==> src/rtl/lla_pkg.sv <==
package lla_pkg;

  localparam int unsigned CELL_W   = 3;
  localparam int unsigned POS_W    = 9;
  localparam int unsigned CFG_DW   = 10;
  localparam int unsigned CFG_IW   = 2;
  localparam int unsigned NBR_N    = 8;
  localparam int unsigned CNT_W    = 4;
  localparam int unsigned MIN_SIZE = 3;

  localparam logic [CFG_DW-1:0] ROWS_RESET = 10'd400;
  localparam logic [CFG_DW-1:0] COLS_RESET = 10'd420;

  localparam logic [CFG_IW-1:0] CFG_RULE_SELECT = 2'd0;
  localparam logic [CFG_IW-1:0] CFG_AGE_MODE    = 2'd1;
  localparam logic [CFG_IW-1:0] CFG_GRID_ROWS   = 2'd2;
  localparam logic [CFG_IW-1:0] CFG_GRID_COLS   = 2'd3;

  typedef logic [CELL_W-1:0] cell_t;

  typedef enum logic [1:0] {
    RULE_LIFE   = 2'd0,
    RULE_CORAL  = 2'd1,
    RULE_AMOEBA = 2'd2,
    RULE_MAZE   = 2'd3
  } rule_t;

  typedef struct packed {
    rule_t rule;
    logic  age_mode;
  } rule_ctrl_t;

  // bit k set: k live neighbours give birth
  function automatic logic [NBR_N:0] birth_mask(input rule_t rule);
    logic [NBR_N:0] m;
    case (rule)
      RULE_LIFE:   m = 9'h008;
      RULE_CORAL:  m = 9'h008;
      RULE_AMOEBA: m = 9'h0A8;
      RULE_MAZE:   m = 9'h008;
      default:     m = 9'h008;
    endcase
    return m;
  endfunction

  // bit k set: k live neighbours keep a live cell alive
  function automatic logic [NBR_N:0] survive_mask(input rule_t rule);
    logic [NBR_N:0] m;
    case (rule)
      RULE_LIFE:   m = 9'h00C;
      RULE_CORAL:  m = 9'h1F0;
      RULE_AMOEBA: m = 9'h12A;
      RULE_MAZE:   m = 9'h03E;
      default:     m = 9'h00C;
    endcase
    return m;
  endfunction

endpackage

==> src/rtl/lla_line_mem.sv <==
module lla_line_mem #(
  parameter int unsigned DEPTH = 512,
  parameter int unsigned AW    = 9,
  parameter int unsigned DW    = 6
) (
  input  logic          clk,
  input  logic          rd_en,
  input  logic [AW-1:0] rd_addr,
  output logic [DW-1:0] rd_data,
  input  logic          wr_en,
  input  logic [AW-1:0] wr_addr,
  input  logic [DW-1:0] wr_data
);

  logic [DW-1:0] mem [DEPTH];

  always_ff @(posedge clk) begin
    if (wr_en) begin
      mem[wr_addr] <= wr_data;
    end
  end

  always_ff @(posedge clk) begin
    if (rd_en) begin
      rd_data <= mem[rd_addr];
    end
  end

endmodule

==> src/rtl/lla_cell_update.sv <==
module lla_cell_update #(
  parameter int unsigned AGE_LEVELS = 8
) (
  input  lla_pkg::rule_ctrl_t            ctrl,
  input  logic                           interior,
  input  lla_pkg::cell_t                 centre,
  input  logic [lla_pkg::NBR_N-1:0]      nbr_live,
  output lla_pkg::cell_t                 next_state
);

  localparam int unsigned AGE_W   = 9;
  localparam int unsigned AGE_TOP = AGE_LEVELS - 1;

  logic [lla_pkg::CNT_W-1:0] count;
  logic [lla_pkg::NBR_N:0]   mask;
  logic                      live;
  logic [AGE_W-1:0]          age;

  always_comb begin
    count = '0;
    for (int k = 0; k < lla_pkg::NBR_N; k++) begin
      count = count + lla_pkg::CNT_W'(nbr_live[k]);
    end
  end

  assign mask = (centre != '0) ? lla_pkg::survive_mask(ctrl.rule)
                               : lla_pkg::birth_mask(ctrl.rule);
  assign live = interior && mask[count];

  // saturating age; a newborn starts at one
  assign age = (AGE_W'(centre) >= AGE_W'(AGE_TOP)) ? AGE_W'(AGE_TOP)
                                                   : AGE_W'(centre) + AGE_W'(1);

  always_comb begin
    if (!live) begin
      next_state = '0;
    end else if (ctrl.age_mode) begin
      next_state = lla_pkg::CELL_W'(age);
    end else begin
      next_state = lla_pkg::cell_t'(1);
    end
  end

endmodule

==> src/rtl/life_like_automaton_generation_top.sv <==
// Pipeline: an accepted cell is registered in stage 1, and its result in the output register.
// Throughput: one cell per cycle unless out_stall holds the output; the line store is
// read and written once per cell through a single-port-per-direction RAM, with a
// forwarding path for back-to-back accesses to the same column.
// Reset: synchronous, active low; clears control, window and a fill count that makes
// unwritten line store columns read as dead, so the block is ready at once.
module life_like_automaton_generation_top #(
  parameter int unsigned MAX_COLS   = 512,
  parameter int unsigned MAX_ROWS   = 512,
  parameter int unsigned AGE_LEVELS = 8
) (
  input  logic                         clk,
  input  logic                         rst_n,
  input  logic                         cfg_wr_en,
  input  logic [lla_pkg::CFG_IW-1:0]   cfg_index,
  input  logic [lla_pkg::CFG_DW-1:0]   cfg_wdata,
  input  logic                         in_valid,
  output logic                         in_stall,
  input  logic [lla_pkg::CELL_W-1:0]   in_cell_state,
  output logic                         out_valid,
  input  logic                         out_stall,
  output logic [lla_pkg::CELL_W-1:0]   out_next_state,
  output logic [lla_pkg::POS_W-1:0]    out_row,
  output logic [lla_pkg::POS_W-1:0]    out_col,
  output logic                         out_frame_done
);

  localparam int unsigned CIW  = (MAX_COLS > 1) ? $clog2(MAX_COLS) : 1;
  localparam int unsigned RIW  = (MAX_ROWS > 1) ? $clog2(MAX_ROWS) : 1;
  localparam int unsigned CSW0 = $clog2(MAX_COLS + 1);
  localparam int unsigned RSW0 = $clog2(MAX_ROWS + 1);
  localparam int unsigned SW1  = (CSW0 > RSW0) ? CSW0 : RSW0;
  localparam int unsigned SW   = (SW1 > lla_pkg::CFG_DW) ? SW1 : lla_pkg::CFG_DW;
  localparam int unsigned LW   = 2 * lla_pkg::CELL_W;

  // configuration
  lla_pkg::rule_ctrl_t        ctrl_r;
  logic [lla_pkg::CFG_DW-1:0] grid_rows_r;
  logic [lla_pkg::CFG_DW-1:0] grid_cols_r;
  logic                       restart;

  // input position
  logic [RIW-1:0] in_row_r, in_row_nxt;
  logic [CIW-1:0] in_col_r, in_col_nxt;

  // stage 1
  logic                 s1_valid_r;
  lla_pkg::cell_t       s1_cell_r;
  logic [CIW-1:0]       s1_col_r;
  logic [RIW-1:0]       s1_lr_r;
  logic [CIW-1:0]       s1_lc_r;
  logic                 s1_interior_r;
  logic                 s1_done_r;
  logic                 fwd_r;
  logic [LW-1:0]        fwd_data_r;
  logic [CIW:0]         fill_r;

  // 3x3 window: left and centre columns kept, rows top to bottom
  lla_pkg::cell_t win_mid_r [3];
  lla_pkg::cell_t win_right_r [3];

  // output register
  logic           out_valid_r;
  lla_pkg::cell_t out_next_state_r;
  logic [lla_pkg::POS_W-1:0] out_row_r;
  logic [lla_pkg::POS_W-1:0] out_col_r;
  logic           out_done_r;

  logic accept, out_en, s1_fire;
  logic [SW-1:0] rows_ext, cols_ext, rows, cols;
  logic [SW-1:0] r0, c0, lr0, lc0;
  logic [RIW-1:0] r0_n;
  logic [CIW-1:0] c0_n;
  logic [LW-1:0] rd_data, line_q, wr_data;
  lla_pkg::cell_t up, mid, new_state;
  logic [lla_pkg::NBR_N-1:0] nbr_live;

  assign out_en   = !out_valid_r || !out_stall;
  assign s1_fire  = s1_valid_r && out_en;
  assign in_stall = s1_valid_r && !out_en;
  assign accept   = in_valid && !in_stall;

  // ---- configuration ----
  assign restart = cfg_wr_en &&
                   (cfg_index == lla_pkg::CFG_GRID_ROWS || cfg_index == lla_pkg::CFG_GRID_COLS);

  always_ff @(posedge clk) begin
    if (!rst_n) begin
      ctrl_r.rule     <= lla_pkg::RULE_LIFE;
      ctrl_r.age_mode <= 1'b0;
      grid_rows_r     <= lla_pkg::ROWS_RESET;
      grid_cols_r     <= lla_pkg::COLS_RESET;
    end else if (cfg_wr_en) begin
      case (cfg_index)
        lla_pkg::CFG_RULE_SELECT: ctrl_r.rule     <= lla_pkg::rule_t'(cfg_wdata[1:0]);
        lla_pkg::CFG_AGE_MODE:    ctrl_r.age_mode <= cfg_wdata[0];
        lla_pkg::CFG_GRID_ROWS:   grid_rows_r     <= cfg_wdata;
        lla_pkg::CFG_GRID_COLS:   grid_cols_r     <= cfg_wdata;
        default: ;
      endcase
    end
  end

  assign rows_ext = SW'(grid_rows_r);
  assign cols_ext = SW'(grid_cols_r);
  assign rows = (rows_ext < SW'(lla_pkg::MIN_SIZE)) ? SW'(lla_pkg::MIN_SIZE) :
                (rows_ext > SW'(MAX_ROWS)) ? SW'(MAX_ROWS) : rows_ext;
  assign cols = (cols_ext < SW'(lla_pkg::MIN_SIZE)) ? SW'(lla_pkg::MIN_SIZE) :
                (cols_ext > SW'(MAX_COLS)) ? SW'(MAX_COLS) : cols_ext;

  // ---- stage 0: position, lagged position, line store read ----
  assign r0   = (SW'(in_row_r) >= rows) ? '0 : SW'(in_row_r);
  assign c0   = (SW'(in_col_r) >= cols) ? '0 : SW'(in_col_r);
  assign r0_n = RIW'(r0);
  assign c0_n = CIW'(c0);

  always_comb begin
    if (c0 != '0) begin
      lc0 = c0 - SW'(1);
      lr0 = (r0 != '0) ? r0 - SW'(1) : rows - SW'(1);
    end else begin
      lc0 = cols - SW'(1);
      lr0 = (r0 >= SW'(2)) ? r0 - SW'(2) : r0 + rows - SW'(2);
    end
  end

  always_comb begin
    in_row_nxt = in_row_r;
    in_col_nxt = in_col_r;
    if (restart) begin
      in_row_nxt = '0;
      in_col_nxt = '0;
    end else if (accept) begin
      if (c0 + SW'(1) >= cols) begin
        in_col_nxt = '0;
        in_row_nxt = (r0 + SW'(1) >= rows) ? '0 : RIW'(r0 + SW'(1));
      end else begin
        in_col_nxt = CIW'(c0 + SW'(1));
        in_row_nxt = r0_n;
      end
    end
  end

  always_ff @(posedge clk) begin
    if (!rst_n) begin
      in_row_r <= '0;
      in_col_r <= '0;
    end else begin
      in_row_r <= in_row_nxt;
      in_col_r <= in_col_nxt;
    end
  end

  lla_line_mem #(
    .DEPTH (MAX_COLS),
    .AW    (CIW),
    .DW    (LW)
  ) u_line_mem (
    .clk     (clk),
    .rd_en   (accept),
    .rd_addr (c0_n),
    .rd_data (rd_data),
    .wr_en   (s1_fire),
    .wr_addr (s1_col_r),
    .wr_data (wr_data)
  );

  always_ff @(posedge clk) begin
    if (!rst_n) begin
      s1_valid_r <= 1'b0;
    end else if (accept) begin
      s1_valid_r <= 1'b1;
    end else if (s1_fire) begin
      s1_valid_r <= 1'b0;
    end
  end

  always_ff @(posedge clk) begin
    if (accept) begin
      s1_cell_r     <= in_cell_state;
      s1_col_r      <= c0_n;
      s1_lr_r       <= RIW'(lr0);
      s1_lc_r       <= CIW'(lc0);
      s1_interior_r <= (lr0 >= SW'(1)) && (lr0 + SW'(2) <= rows) &&
                       (lc0 >= SW'(1)) && (lc0 + SW'(2) <= cols);
      s1_done_r     <= (lr0 + SW'(2) == rows) && (lc0 + SW'(2) == cols);
      // same column written by the item leaving stage 1 at this edge
      fwd_r         <= s1_fire && (s1_col_r == c0_n);
      fwd_data_r    <= wr_data;
    end
  end

  // ---- stage 1: window, rule, write back ----
  // columns at or beyond the fill count were never written and read as dead
  assign line_q  = fwd_r ? fwd_data_r :
                   ((CIW+1)'(s1_col_r) < fill_r) ? rd_data : '0;
  assign up      = line_q[LW-1 -: lla_pkg::CELL_W];
  assign mid     = line_q[lla_pkg::CELL_W-1:0];
  assign wr_data = {mid, s1_cell_r};

  always_ff @(posedge clk) begin
    if (!rst_n) begin
      fill_r <= '0;
    end else if (s1_fire && ((CIW+1)'(s1_col_r) == fill_r)) begin
      fill_r <= fill_r + (CIW+1)'(1);
    end
  end

  always_ff @(posedge clk) begin
    if (!rst_n) begin
      for (int k = 0; k < 3; k++) begin
        win_mid_r[k]   <= '0;
        win_right_r[k] <= '0;
      end
    end else if (s1_fire) begin
      for (int k = 0; k < 3; k++) begin
        win_mid_r[k] <= win_right_r[k];
      end
      win_right_r[0] <= up;
      win_right_r[1] <= mid;
      win_right_r[2] <= s1_cell_r;
    end
  end

  assign nbr_live = {win_mid_r[0] != '0, win_mid_r[1] != '0, win_mid_r[2] != '0,
                     win_right_r[0] != '0, win_right_r[2] != '0,
                     up != '0, mid != '0, s1_cell_r != '0};

  lla_cell_update #(
    .AGE_LEVELS (AGE_LEVELS)
  ) u_cell_update (
    .ctrl       (ctrl_r),
    .interior   (s1_interior_r),
    .centre     (win_right_r[1]),
    .nbr_live   (nbr_live),
    .next_state (new_state)
  );

  // ---- output register ----
  always_ff @(posedge clk) begin
    if (!rst_n) begin
      out_valid_r <= 1'b0;
    end else if (out_en) begin
      out_valid_r <= s1_valid_r;
    end
  end

  always_ff @(posedge clk) begin
    if (s1_fire) begin
      out_next_state_r <= new_state;
      out_row_r        <= lla_pkg::POS_W'(s1_lr_r);
      out_col_r        <= lla_pkg::POS_W'(s1_lc_r);
      out_done_r       <= s1_done_r;
    end
  end

  assign out_valid      = out_valid_r;
  assign out_next_state = out_next_state_r;
  assign out_row        = out_row_r;
  assign out_col        = out_col_r;
  assign out_frame_done = out_done_r;

`ifndef NO_ASSERTIONS
  a_accept_fills_s1: assert property (@(posedge clk) disable iff (!rst_n)
    accept |=> s1_valid_r)
    else $error("accepted cell did not reach stage 1");

  a_s1_holds: assert property (@(posedge clk) disable iff (!rst_n)
    (s1_valid_r && !out_en) |=> (s1_valid_r && $stable(s1_col_r) && $stable(s1_cell_r)))
    else $error("stalled stage 1 changed");

  a_s1_to_out: assert property (@(posedge clk) disable iff (!rst_n)
    s1_fire |=> out_valid_r)
    else $error("stage 1 item lost before output");

  a_fill_bound: assert property (@(posedge clk) disable iff (!rst_n)
    fill_r <= (CIW+1)'(MAX_COLS))
    else $error("line store fill count overran depth");
`endif

endmodule
==> config.mk <==
export PLATFORM = sky130hd
export DESIGN_NAME = life_like_automaton_generation_top
export DESIGN_NICKNAME = d
export VERILOG_FILES = /design/src/rtl/lla_pkg.sv /design/src/rtl/lla_line_mem.sv /design/src/rtl/lla_cell_update.sv /design/src/rtl/life_like_automaton_generation_top.sv
export SDC_FILE = /design/constraint.sdc
export NUM_CORES = 2
export LEC_CHECK = 0
export BUFFER_PORTS_ARGS = -buffer_cell sky130_fd_sc_hd__buf_2
export CAP_MARGIN = 20
export CELL_PAD_IN_SITES_DETAIL_PLACEMENT = 0
export CELL_PAD_IN_SITES_GLOBAL_PLACEMENT = 1
export CORE_UTILIZATION = 59
export CTS_CLUSTER_SIZE = 24
export DETAILED_ROUTE_END_ITERATION = 8
export GPL_ROUTABILITY_DRIVEN = 0
export PLACE_DENSITY = 0.84
export SETUP_SLACK_MARGIN = 0.4
export SLEW_MARGIN = 5
export SYNTH_ARGS = -nofsm -noshare
export SYNTH_HDL_FRONTEND = slang
export SYNTH_SLANG_ARGS = --single-unit
==> constraint.sdc <==
create_clock -name clk -period 35.4 [get_ports clk]
set_clock_uncertainty 0.05 [all_clocks]
set_input_delay 8.85 -clock clk [delete_from_list [all_inputs] [get_ports clk]]
set_output_delay 8.85 -clock clk [all_outputs]
set_load 0.005 [all_outputs]
==> results.toml <==
[power]
cellPowerDensity_nw_per_um2 = 54.1
irDropWorstVdd_mv = 0.0492
p_leak_uw = 0.0459

[final_layout]
syn2layout_area_growth_pct = 9.92
final_common_cell = "edfxtp_1"
final_nets = 8712
final_area_um2 = 146000
drive_gt1_share_pct = 13.1
fillerInstances = 15100
final_cell_mix = "3,157 x edfxtp_1, 947 x nor2_1, 581 x a21oi_1, 478 x nand2_1, 393 x mux2i_1"

[setup_path]
criticalPathCategory = "in2out"
crit_path_max_fanout = 3
crit_chain = "buf_2 > nand3_1 > inv_1 > buf_2"
crit_path_start_kind = "input pin"
critPathCaptureType = "output pin"
cp.required_ns = 26.50
slowest_stage = "buf_2"
crit_path_max_incr_delay_ns = 0.13
cp_common_cell = "buf_2"
cp_data_arrival_time_ns = 9.29

[synth]
async_flop_share_pct = 0
synthFlopType = "edfxtp_1"
synth_edf_count = 3157
ys_ff_latch = 3210
syn_area_per_cell_um2 = 15.3
synth_cells = 8685
ys_warn_count = 0
ys_seq_area_share_pct = 72.0
yosysUniqueCellTypes = 96
syn_area_um2 = 133000
synthesis.nets = 8818

[outcome]
status = "finished, final reports clean"

[placement]
dp_hpwl_um = 212000
portBuffers = 43
dpl-instance-area_um2 = 136000

[job]
maxCapViolCount = 0

[sta]
fmax_mhz = 55.0
hold_ws_ns = 0.368
setup_viol = 0
rsz0062_at_grt = "no"
tightest_slew_ns = 1.31
min_period_ns = 18.19
hold_viol_final = 0
finalSetupTns_ns = 0
timing.final.crit_share_pct = 51.4
slew_headroom_pct = 12.7
slew_violations = 0

[routing]
vias_per_cell = 6.91
drt_iter0_markers = 12600
drc_errors = 0
vias = 81600
dr.pass1.iters = 8
ant_nets = 0
wl_um = 379000
post_drt_wl_per_cell_um = 32.1

[clock_network]
clkTransAtPathRegs_ns = 0.06
htree_levels = 5
cts_hold_buffers = 0
cts_tree = "built"
clockBufferDepth = 4
clock_sinks = 3210
post_cts_resized = 0
post_cts_buffers = 0
clkLatencyLatePin_ns = 0.97
cts_buffers = 325
clockRootBuffer = "clkbuf_16"

[die]
io_pins = 44
die_h_um = 477
die_area_um2 = 228000
coreArea_um2 = 224000
start_util_pct = 59.3
fp-row-count = 174
die_w_um = 477

[global_routing]
first_global_vias = 78100
grt_pass1_wl_um = 543000
antenna_found_initial = 17
grt_usage_pct = 32.8
overflow = 0
grt_max_degree = 195

[hold_path]
hold_class = "reg2reg"
[cells in the mapped netlist (32+ instances only)]
cell	n	area share (%)
edfxtp_1	3157	71
nor2_1	954	2.7
a21oi_1	581	2.2
nand2_1	494	1.4
mux2i_1	393	3.0
clkbuf_1	307	0.87
mux4_2	296	5.0
o21ai_0	256	0.96
buf_2	203	0.76
or3_1	145	0.68
inv_1	136	0.38
o2111ai_1	134	0.88
mux2_2	125	1.1
a211oi_1	124	0.70
buf_1	123	0.35
a31oi_1	108	0.51
ha_1	108	1.0
nand3_1	94	0.35
o221ai_1	89	0.59
and2_1	73	0.34
o22ai_1	72	0.34
dfxtp_1	53	0.80
nor3_1	50	0.19
a221oi_1	47	0.31
nand4_1	47	0.22
a221o_1	41	0.31
xnor2_1	40	0.26
a22oi_1	35	0.20
and3_1	32	0.15
[flip-flops by register name, indices dropped and copies added (netlist names), 10 cells and up]
signal and count:
u_line_mem.mem 3072, fill_r 10, cols_ext 10, grid_rows_r 10
[report_power, final]
| group | switching [µW] | internal, µW | total (µW) |
|---|---|---|---|
| clock network | 1400 | 1900 | 3300 |
| registers | 8.69 | 4200 | 4210 |
| logic | 288 | 121 | 408 |
| total | 1690 | 6220 | 7920 |
[per-stage QoR]
step	power [µW]	utilization [%]	std cells	worst slack (ns)
6_report	7920	65.2	11800	17.21
5_1_grt	8090	65.2	11800	17.15
4_1_cts	7920	65.2	11800	17.20
3_5_place_dp	4690	60.7	11200	17.21
3_3_place_gp	4680	60.7	11200	17.18
2_1_floorplan	4570	-	8685	17.49
[cell families (layout without fill, tap and decap cells)]
family	after synthesis	after routing	synth area share, %
flip-flops	3210	3210	72.0
AND/OR/NAND/NOR	1998	1998	6.62
buffers and inverters	780	896	2.41
multiplexers	814	814	9.02
other	0	10	0
XOR/XNOR	64	64	0.427
AO/OA/AOI/OAI	1706	1706	8.44
adder cells (fa/ha/maj)	113	113	1.09
[worst paths after layout]
path / from / endpoint / slack [ns] / depth (start not counted)
max: out_stall / in_stall / 17.21 / 4
min: s1_lc_r[7] / out_col[7] / 0.37 / 0
min reg2reg: s1_lc_r[7] / out_col[7] / 0.37 / 0
max reg2reg: grid_rows_r[3] / s1_interior_r / 26.20 / 32
[worst max-delay path: cells and delay by family]
kind,cells,cell delay (ns)
buffers and inverters,3,0.34
and+or+nand+nor,1,0.11
[area by class of cell]
type                            instances  area (µm²)  area share (%)
Sequential cell                      3210       95900            65.5
Antenna cell                           10        25.0          0.0171
Tap cell                             2992        3740            2.56
Multi-Input combinational cell       4695       34400            23.5
Clock buffer                          383        8540            5.84
Clock inverter                        166        1470            1.01
Timing Repair Buffer                  207        1740            1.19
Inverter                              140         558           0.381
[routing by layer]
layer	part of all wire, %	track usage (%)	wire length, µm	vias up
met5	0.044	0	167	-
met4	5.1	15.5	19400	22
met3	12	7.96	46500	990
met2	46	49.7	173000	5891
met1	37	45.1	140000	40900
li1	-	-	-	33700
Power figures use the tool's default switching activity.
